**config.mk**
```make
export PLATFORM = sky130hd
export DESIGN_NAME = bgc_div_cell
export DESIGN_NICKNAME = d
export VERILOG_FILES = /design/src/rtl/bgc_pkg.sv /design/src/rtl/bgc_div_cell.sv
export SDC_FILE = /design/constraint.sdc
export NUM_CORES = 1
export LEC_CHECK = 0
export BUFFER_PORTS_ARGS = -buffer_cell sky130_fd_sc_hd__buf_2
export CELL_PAD_IN_SITES_DETAIL_PLACEMENT = 2
export CELL_PAD_IN_SITES_GLOBAL_PLACEMENT = 2
export CORE_UTILIZATION = 25
export DETAILED_ROUTE_END_ITERATION = 8
export PLACE_DENSITY_LB_ADDON = 0.1
export RECOVER_POWER = 25
export SYNTH_ARGS = -nofsm -noshare
export SYNTH_HDL_FRONTEND = slang
export SYNTH_SLANG_ARGS = --single-unit
export TNS_END_PERCENT = 50
```
**constraint.sdc**
```tcl
create_clock -name clk -period 0.8 [get_ports clk]
set_input_delay 0.08 -clock clk [delete_from_list [all_inputs] [get_ports clk]]
set_output_delay 0.08 -clock clk [all_outputs]
set_load 0.01 [all_outputs]
```
**src/rtl/bgc_pkg.sv**
```systemverilog
// ----------------------------------------------------------------------------
// bgc_pkg
// Shared constants, register codes and the divider cell record for the
// corner gradient generator.
// ----------------------------------------------------------------------------
package bgc_pkg;

	localparam int MAX_DIMENSION = 4096;
	localparam int COORD_W       = $clog2(MAX_DIMENSION);
	localparam int DIM_W         = COORD_W + 1;
	localparam int WPROD_W       = 2 * COORD_W;
	localparam int NUM_W         = WPROD_W + 8;
	localparam int Q_W           = 8;
	localparam int DSH_W         = WPROD_W + Q_W - 1;
	localparam int N_CHAN        = 3;
	localparam int ADDR_W        = 5;

	localparam logic [2:0] REG_TOP_LEFT     = 3'd0;
	localparam logic [2:0] REG_TOP_RIGHT    = 3'd1;
	localparam logic [2:0] REG_BOTTOM_RIGHT = 3'd2;
	localparam logic [2:0] REG_BOTTOM_LEFT  = 3'd3;
	localparam logic [2:0] REG_FRAME_WIDTH  = 3'd4;
	localparam logic [2:0] REG_FRAME_HEIGHT = 3'd5;

	typedef struct packed {
		logic [N_CHAN-1:0][NUM_W-1:0] rem;
		logic [DSH_W-1:0]             dsh;
		logic [N_CHAN-1:0][Q_W-1:0]   quo;
	} bgc_cell_t;

	// Clamp a frame dimension into 1 .. MAX_DIMENSION.
	function automatic logic [DIM_W-1:0] clamp_dim(input logic [DIM_W-1:0] d);
		logic [DIM_W-1:0] r;
		r = d;
		if (d == '0) r = DIM_W'(1);
		else if (d > DIM_W'(MAX_DIMENSION)) r = DIM_W'(MAX_DIMENSION);
		return r;
	endfunction

endpackage

```
**src/rtl/bgc_div_cell.sv**
```systemverilog
// ----------------------------------------------------------------------------
// bgc_div_cell
// One restoring-division step for all three channels: settle one quotient
// bit and hand remainder and halved divisor to the next cell.
// ----------------------------------------------------------------------------
module bgc_div_cell import bgc_pkg::*; (
	input  logic      clk,
	input  logic      arst_n,
	input  logic      en,
	input  logic      up_vld,
	input  bgc_cell_t up_data,
	output logic      dn_vld,
	output bgc_cell_t dn_data
);

	bgc_cell_t nxt;

	always_comb begin
		nxt.dsh = up_data.dsh >> 1;
		for (int c = 0; c < N_CHAN; c++) begin
			if (up_data.rem[c] >= NUM_W'(up_data.dsh)) begin
				nxt.rem[c] = up_data.rem[c] - NUM_W'(up_data.dsh);
				nxt.quo[c] = {up_data.quo[c][Q_W-2:0], 1'b1};
			end else begin
				nxt.rem[c] = up_data.rem[c];
				nxt.quo[c] = {up_data.quo[c][Q_W-2:0], 1'b0};
			end
		end
	end

	always_ff @(posedge clk or negedge arst_n) begin
		if (!arst_n) dn_vld <= 1'b0;
		else if (en) dn_vld <= up_vld;
	end

	always_ff @(posedge clk) begin
		if (en) dn_data <= nxt;
	end

endmodule

```
==> flow_metrics.py, run 1 <==
metrics = {
    "outcome": {
        "status": "finished, violations left",
        "violations": "negative hold slack, negative setup slack",
    },
    "cts": {
        "clk_pin_slew_ns": 0.07,
        "cts_tree": "yes",
        "hold_buffers": 134,
        "clk_latency_ns": 0.49,
        "cts_buffers": 17,
        "clockBufferDepth": 2,
        "cts.htree.levels": 4,
        "numClockSinks": 151,
        "clockRootBuffer": "clkbuf_16",
    },
    "critical_path": {
        "arrival_ns": 2.69,
        "cpPeakStageDelay_ns": 0.49,
        "required_ns": 1.05,
        "cpMostUsedCell": "o21ai_4",
        "crit_fanout": 8,
        "crit_path_start_kind": "input port",
        "r2r_end": "dn_vld$_DFFE_PN0P_",
        "ff2ff_setup_slack_ns": 0.06,
        "cp-end-kind": "flop",
        "slowest_stage": "o41a_1",
        "crit_type": "in2reg",
        "rr_worst_depth": 1,
        "reg2reg_from": "dn_vld$_DFFE_PN0P_",
        "cp_cell_sequence": "buf_6 -> inv_2 -> ha_4 -> fa_2 -> nor2b_4 -> o31a_1 -> o41a_1 -> o41ai_4 -> buf_4 -> o21ai_4 -> nor2_4 -> o21ai_4 -> buf_12 -> mux2_4",
    },
    "cells_and_area": {
        "nNetsFinal": 2198,
        "fin_cells": 2505,
        "multi_input_area_mm2": 0.00723,
        "drive_gt1_frac": 0.518,
        "syn_to_final_growth_pct": 86.9,
        "fin_area_mm2": 0.0199,
        "register_area_mm2": 0.00453,
        "fill_cells": 4415,
    },
    "floorplanning": {
        "die_w_um": 208,
        "dieHeight_um": 208,
        "row_count": 75,
        "io_pins": 307,
        "core-area_mm2": 0.0419,
        "die_area_mm2": 0.0434,
        "initial_core_util": 0.254,
    },
    "hold_path": {
        "whs_endpoint": "dn_data[83]$_DFFE_PP_",
        "worstHoldPathType": "in2reg",
        "min_from": "up_data[83]",
        "whs_path_depth": 3,
    },
    "timing": {
        "period_needed_ns": 2.44,
        "whs_ns": -0.00357,
        "hold_viol": 1,
        "layout_setup_ws_ns": -1.64,
        "setup_viol": 265,
        "relSlewSlack": 0.620,
        "fin_setup_tns_ns": -195.47,
        "drv_slew": 0,
        "fmax_mhz": 409,
        "period_share": 3.06,
        "max_slew.worst_pin.slew_ns": 0.570,
        "finClkSkew_ns": 0,
        "rsz0062_at_grt": "true",
    },
    "place": {
        "placedCellCount": 2266,
        "dp_hpwl_mm": 37.6,
        "place_area_mm2": 0.0156,
        "portBuffers": 302,
        "place.gp.congestion": 0.856,
    },
    "logic_synthesis": {
        "syn_avg_cell_area_um2": 9.57,
        "synth_xor_area_frac": 0.0642,
        "synthAdderAreaFrac": 0.115,
        "ys.flop_type": "edfxtp_1",
        "yosys_warnings": 0,
        "synth_cell_types": 63,
        "synthesis.nets": 1363,
        "syn-cell-area_mm2": 0.0106,
        "yosys-mux-area-fraction": 0.0148,
        "synth_compound_area_frac": 0.218,
        "synth-seq-cells": 151,
        "async_flop_share": 0.00662,
        "synth-edff-count": 150,
        "synth_top_family_by_area": "compound AO/OA/AOI/OAI gates",
        "synthSimpleGateAreaFrac": 0.127,
        "syn_inst": 1112,
        "ys_seq_area_frac": 0.425,
    },
    "routing": {
        "routed_wl_mm": 54.4,
        "vias": 12200,
        "drc": 0,
        "drt_pre_antenna_iters": 4,
        "first_iter_violations": 430,
        "wire_per_inst_um": 21.7,
        "avgViaCountPerCell": 4.88,
        "final_antenna_net_count": 0,
    },
    "global_route": {
        "grtUsageMet3": 0.0503,
        "grt_pass1_vias": 13700,
        "grt_usage": 0.242,
        "grt_max_degree": 34,
        "grt_use_met2": 0.420,
        "grt_pass1_wl_mm": 79.2,
        "antenna_found_initial": 9,
        "grtUsageMet1": 0.292,
        "grt_overflow": 0,
        "grt.busiest_layer": "met2",
    },
    "power_and_ir_drop": {
        "power_density_mw_per_mm2": 1680,
        "p_total_mw": 33.5,
        "peakVddDrop_mv": 1.54,
        "leakagePower_nw": 8.79,
    },
    "flow_run": {
        "drv_cap": 0,
    },
}
[cell type report]
class,instances,area share
Timing Repair Buffer,858,0.333
Inverter,56,0.0123
Multi-Input combinational cell,863,0.363
Clock inverter,12,0.00585
Clock buffer,20,0.0235
Tap cell,539,0.0339
Antenna cell,6,0.000754
Sequential cell,151,0.228
[registers in the layout (all words and copies together), names as in the netlist]
signal,cells
dn_data,150
dn_vld,1
[timing repair]
action                                  4_1_cts  5_1_grt
hold endpoints to repair                    140        1
gates cloned                                  8        6
endpoints found under the setup margin      250      250
gates resized for setup                     277      138
setup buffers                                45       18
pin swaps                                    76       62
[through the flow]
stage,util,hold WS (ns),setup WS [ns]
floorplan,-,-0.216,-1.82
global placement,0.371,-0.145,-2.32
CTS,0.457,-0.0410,-1.58
finish,0.474,-0.00357,-1.64
detailed placement,0.371,-0.143,-2.39
global route,0.474,-0.0164,-1.68
[cell usage after synthesis, drive strengths merged, types with 3 or more instances]
cell / number / area share
a21oi: 159 / 0.075
edfxtp: 150 / 0.42
nor2: 134 / 0.047
ha: 93 / 0.11
o21ai: 67 / 0.031
nand2: 64 / 0.023
inv: 56 / 0.020
a21o: 44 / 0.031
xnor2: 41 / 0.034
xor2: 37 / 0.030
clkbuf: 32 / 0.011
nand3: 19 / 0.0089
nand4: 18 / 0.011
o21a: 17 / 0.012
a31oi: 14 / 0.0082
mux2: 14 / 0.015
nor3: 14 / 0.0066
o21bai: 13 / 0.0092
nor2b: 12 / 0.0071
a211oi: 11 / 0.0082
nand2b: 11 / 0.0065
buf: 10 / 0.0046
and3: 7 / 0.0041
o211ai: 7 / 0.0049
o31ai: 5 / 0.0035
a31o: 4 / 0.0033
and2: 4 / 0.0024
and4: 4 / 0.0033
o31a: 4 / 0.0033
o41ai: 4 / 0.0051
or3: 4 / 0.0024
a21boi: 3 / 0.0021
fa: 3 / 0.0056
o22ai: 3 / 0.0024
[logic make-up after synthesis]
family | Yosys count
AO/OA/AOI/OAI | 375
AND/OR/NAND/NOR | 299
flip-flops | 151
buffers and inverters | 98
adder cells (fa/ha/maj) | 96
XOR/XNOR | 78
multiplexers | 14
other | 1
[worst max-delay path, delay by kind of cell]
family / cells / cell delay, ns
adders and majority gates: 2 / 0.41
AOI/OAI and AO/OA: 5 / 1.17
and+or+nand+nor: 2 / 0.19
buffers and inverters: 4 / 0.53
muxes: 1 / 0.30
[how the worst max path moves through the flow]
stage,startpoint,to,slack (ns),cells past startpoint
finish,up_data[87],dn_data[92]$_DFFE_PP_,-1.64,14
global route,up_data[26],dn_data[120]$_DFFE_PP_,-1.68,18
CTS,up_data[26],dn_data[62]$_DFFE_PP_,-1.58,15
detailed placement,up_data[49],dn_data[83]$_DFFE_PP_,-2.39,13
global placement,up_data[49],dn_data[82]$_DFFE_PP_,-2.32,13
floorplan,up_data[26],dn_data[115]$_DFFE_PP_,-1.82,11
[placed cells by master, fill, tap and decap left out, types with 22 or more instances in the layout]
| master | instances |
|---|---|
| buf_4 | 364 |
| buf_2 | 290 |
| edfxtp_1 | 150 |
| dlygate4sd3_1 | 134 |
| a21oi_1 | 99 |
| ha_1 | 78 |
| nor2_1 | 65 |
| a21oi_2 | 56 |
| nand2_1 | 55 |
| nor2_4 | 51 |
| a21o_1 | 44 |
| inv_1 | 42 |
| xnor2_1 | 36 |
| xor2_1 | 35 |
| o21ai_0 | 32 |
| buf_6 | 31 |
| clkbuf_16 | 22 |
[layer usage]
metal / vias to the layer above / wire, um
met1: 6099 / 23400
met3: 79 / 1840
met5: - / 47
met4: 8 / 1460
li1: 5802 / -
met2: 241 / 27700
[where the power goes]
| part | switching, mW | internal [mW] |
|---|---|---|
| registers | 0.327 | 10.1 |
| logic | 7.47 | 7.16 |
| clock network | 3.94 | 4.54 |
| total | 11.7 | 21.8 |
No activity file was read; power rests on OpenSTA's default activity.
==> inputs of run 2 (changes only) <==
Settings changed: CORE_UTILIZATION 25 to 30.
==> run 2 against run 1 <==
- synthesized area stayed put
- the flow now stops in global routing
- synthesized cell count unchanged
==> flow_metrics.py, run 2 <==
metrics = {
    "cts": {
        "clockRootBuffer": "clkbuf_16",
        "cts_buffers": 17,
        "cts.htree.levels": 4,
        "numClockSinks": 151,
        "clockBufferDepth": 2,
    },
    "logic_synthesis": {
        "synth_most_common_cell": "a21oi_1",
        "syn-cell-area_mm2": 0.0106,
        "ys.flop_type": "edfxtp_1",
        "syn_inst": 1112,
        "yosys.area.top_type_share": 0.423,
        "yosys_warnings": 0,
        "synthesis.nets": 1363,
        "synth-seq-cells": 151,
        "yosys-top-cells-count": "159 x a21oi_1, 150 x edfxtp_1, 134 x nor2_1",
        "synthSimpleGateAreaFrac": 0.127,
        "synth_compound_area_frac": 0.218,
        "syn_avg_cell_area_um2": 9.57,
        "synth_top_area_cell": "edfxtp_1",
        "ys_seq_area_frac": 0.425,
        "synth_xor_area_frac": 0.0642,
        "synth_cell_types": 63,
        "async_flop_share": 0.00662,
        "synth-edff-count": 150,
        "synthTopCellsByArea": "edfxtp_1 42%, ha_1 11%, a21oi_1 7.5%",
        "synthAdderAreaFrac": 0.115,
        "synth_top_family_by_area": "compound AO/OA/AOI/OAI gates",
        "yosys-mux-area-fraction": 0.0148,
    },
    "place": {
        "place.gp.congestion": 0.859,
        "dp_hpwl_mm": 38.2,
        "portBuffers": 302,
        "place_area_mm2": 0.0157,
    },
    "timing": {
        "grt_repair_worst_endpoint": "dn_data[66]$_DFFE_PP_/D",
        "worst_path_end_type": "sequential cell input",
    },
    "floorplanning": {
        "row_count": 68,
        "dieHeight_um": 190,
        "io_pins": 307,
        "die_w_um": 190,
        "initial_core_util": 0.307,
    },
    "outcome": {
        "lastStage": "global routing",
        "firstError": "[ERROR GRT-0232] Routing congestion too high. Check the congestion heatmap in the GUI.",
        "status": "aborted with a tool error",
    },
    "global_route": {
        "antenna_found_initial": 9,
        "grt_usage": 0.794,
        "grt_overflow": 417,
        "grt_max_degree": 31,
    },
}
[run 2: cell counts after synthesis]
Identical to the previous run, type by type.
[run 2: kinds of logic after synthesis]
kind of cell	Yosys count
fa+ha+maj	96
other cells	1
flops	151
buf+inv	98
xor+xnor	78
simple gates	299
compound gates	375
mux	14
[run 2: routing by layer]
| layer | track usage | overflow |
|---|---|---|
| met5 | 0.221 | 0 |
| met4 | 0.849 | 177 |
| met3 | 0.641 | 3 |
| met2 | 0.977 | 237 |
| met1 | 0.766 | 0 |
[run 2: stage by stage]
step	instances	worst slack, ns
CTS	2380	-1.72
detailed placement	2211	-2.53
global placement	2211	-2.43
floorplan	1112	-1.82
[run 2: what timing repair did]
action,in CTS
gates cloned,2
resized for setup,187
endpoints found under the hold margin,102
setup endpoints to repair,250
hold buffers,103
setup buffers,32
pin swaps,40
==> inputs of run 3 (changes only) <==
Settings changed: CELL_PAD_IN_SITES_DETAIL_PLACEMENT 2 to unset, CELL_PAD_IN_SITES_GLOBAL_PLACEMENT 2 to unset, CORE_UTILIZATION 30 to 20, PLACE_DENSITY_LB_ADDON 0.1 to 0.15.
==> run 3 against run 2 <==
- the flow now finishes, with violations (negative hold slack, negative setup slack)
==> flow_metrics.py, run 3 (synthesis results as in run 1) <==
metrics = {
    "floorplanning": {
        "dieHeight_um": 233,
        "io_pins": 307,
        "die_area_mm2": 0.0542,
        "die_w_um": 233,
        "row_count": 84,
        "core-area_mm2": 0.0526,
        "initial_core_util": 0.203,
    },
    "outcome": {
        "violations": "negative hold slack, negative setup slack",
        "status": "finished, violations left",
    },
    "place": {
        "dp_hpwl_mm": 35.5,
        "portBuffers": 302,
        "place_area_mm2": 0.0163,
        "place.gp.congestion": 0.845,
    },
    "routing": {
        "drt_pre_antenna_iters": 4,
        "drc": 0,
        "wire_per_inst_um": 17.5,
        "avgViaCountPerCell": 4.35,
        "vias": 11600,
        "routed_wl_mm": 47.0,
        "first_iter_violations": 445,
        "final_antenna_net_count": 0,
    },
    "global_route": {
        "grtUsageMet1": 0.209,
        "grt_pass1_vias": 11700,
        "grt_pass1_wl_mm": 67.2,
        "grt_usage": 0.169,
        "grt_overflow": 0,
        "grt.busiest_layer": "met2",
        "grt_max_degree": 33,
        "antenna_found_initial": 8,
        "grtUsageMet3": 0.0396,
        "grt_use_met2": 0.294,
    },
    "power_and_ir_drop": {
        "peakVddDrop_mv": 1.87,
        "leakagePower_nw": 8.92,
        "power_density_mw_per_mm2": 1650,
        "p_total_mw": 33.8,
    },
    "timing": {
        "hold_viol": 1,
        "period_needed_ns": 2.30,
        "finClkSkew_ns": 0,
        "whs_ns": -0.00124,
        "fmax_mhz": 434,
        "drv_slew": 0,
        "layout_setup_ws_ns": -1.50,
        "rsz0062_at_grt": "true",
        "max_slew.worst_pin.slew_ns": 0.528,
        "period_share": 2.88,
        "relSlewSlack": 0.648,
        "fin_setup_tns_ns": -185.39,
        "setup_viol": 351,
    },
    "cts": {
        "clk_pin_slew_ns": 0.07,
        "cts_tree": "yes",
        "clockBufferDepth": 2,
        "clockRootBuffer": "clkbuf_16",
        "cts.htree.levels": 4,
        "hold_buffers": 123,
        "numClockSinks": 151,
        "clk_latency_ns": 0.48,
        "cts_buffers": 17,
    },
    "cells_and_area": {
        "top_register": "dn_data",
        "fill_cells": 5335,
        "syn_to_final_growth_pct": 91.8,
        "layout_common_cells": "397 x buf_4, 286 x buf_2, 150 x edfxtp_1",
        "final_common_cell": "buf_4",
        "fin_area_mm2": 0.0204,
        "largest_reg_flops": 150,
        "reg_top3": "dn_data x150, dn_vld x1",
        "drive_gt1_frac": 0.533,
        "nNetsFinal": 2226,
    },
    "hold_path": {
        "worstHoldPathType": "in2reg",
    },
    "critical_path": {
        "crit_fanout": 14,
        "required_ns": 1.04,
        "crit_path_start_kind": "input port",
        "crit_type": "in2reg",
        "arrival_ns": 2.55,
        "cp-end-kind": "flop",
    },
    "flow_run": {
        "drv_cap": 0,
    },
}
-- run 3: what timing repair did --
item / in CTS / in global routing
setup buffers: 21 / 23
resized for setup: 165 / 263
hold endpoints to repair: 124 / 1
setup endpoints to repair: 250 / 250
pin swaps: 43 / 58
cloned: 7 / 4
-- run 3: power by group --
group	switching [mW]	leakage [nW]	internal (mW)	total [mW]
registers	0.373	1.48	10.1	10.5
clock network	3.80	0.314	5.56	9.37
logic	6.82	7.13	7.13	14.0
total	11.0	8.92	22.8	33.8
-- run 3: worst max-delay path: stages --
cell	delay [ns]
buf_8	0.11
ha_4	0.16
fa_2	0.38
nor2b_4	0.12
o31a_1	0.15
o41a_1	0.22
o41ai_4	0.07
buf_4	0.17
o21ai_4	0.22
nor2_4	0.06
o21ai_4	0.23
buf_12	0.20
mux2_2	0.35
-- run 3: final timing paths --
path                       slack, ns          startpoint                     to  depth (start not counted)
max                            -1.50         up_data[24]  dn_data[91]$_DFFE_PP_                         13
min                           -0.001         up_data[83]  dn_data[83]$_DFFE_PP_                          3
max reg2reg                     0.06  dn_vld$_DFFE_PN0P_     dn_vld$_DFFE_PN0P_                          1
min reg2reg                     0.50  dn_vld$_DFFE_PN0P_     dn_vld$_DFFE_PN0P_                          1
max in group asynchronous       0.27              arst_n     dn_vld$_DFFE_PN0P_                          3
min in group asynchronous       0.43              arst_n     dn_vld$_DFFE_PN0P_                          3
-- run 3: area by class of cell --
type | instances | area (um^2) | area share
Antenna cell | 3 | 7.51 | 0.000368
Clock buffer | 18 | 429 | 0.0210
Clock inverter | 14 | 223 | 0.0109
Inverter | 56 | 262 | 0.0128
Multi-Input combinational cell | 863 | 7340 | 0.360
Sequential cell | 151 | 4530 | 0.222
Tap cell | 688 | 861 | 0.0422
Timing Repair Buffer | 886 | 6770 | 0.331
-- run 3: through the flow --
step | utilization | std cells | worst slack (ns)
detailed placement | 0.310 | 2477 | -2.40
global route | 0.389 | 2678 | -1.58
finish | 0.389 | 2679 | -1.50
CTS | 0.365 | 2658 | -1.52
floorplan | - | 1112 | -1.82
global placement | 0.310 | 2477 | -2.45
-- run 3: metal layers --
metal	routed length [um]	vias up	part of all wire
met1	20500	5518	0.44
met3	1900	41	0.040
met4	715	6	0.015
met2	23900	203	0.51
li1	-	5873	-
met5	34	-	0.00072
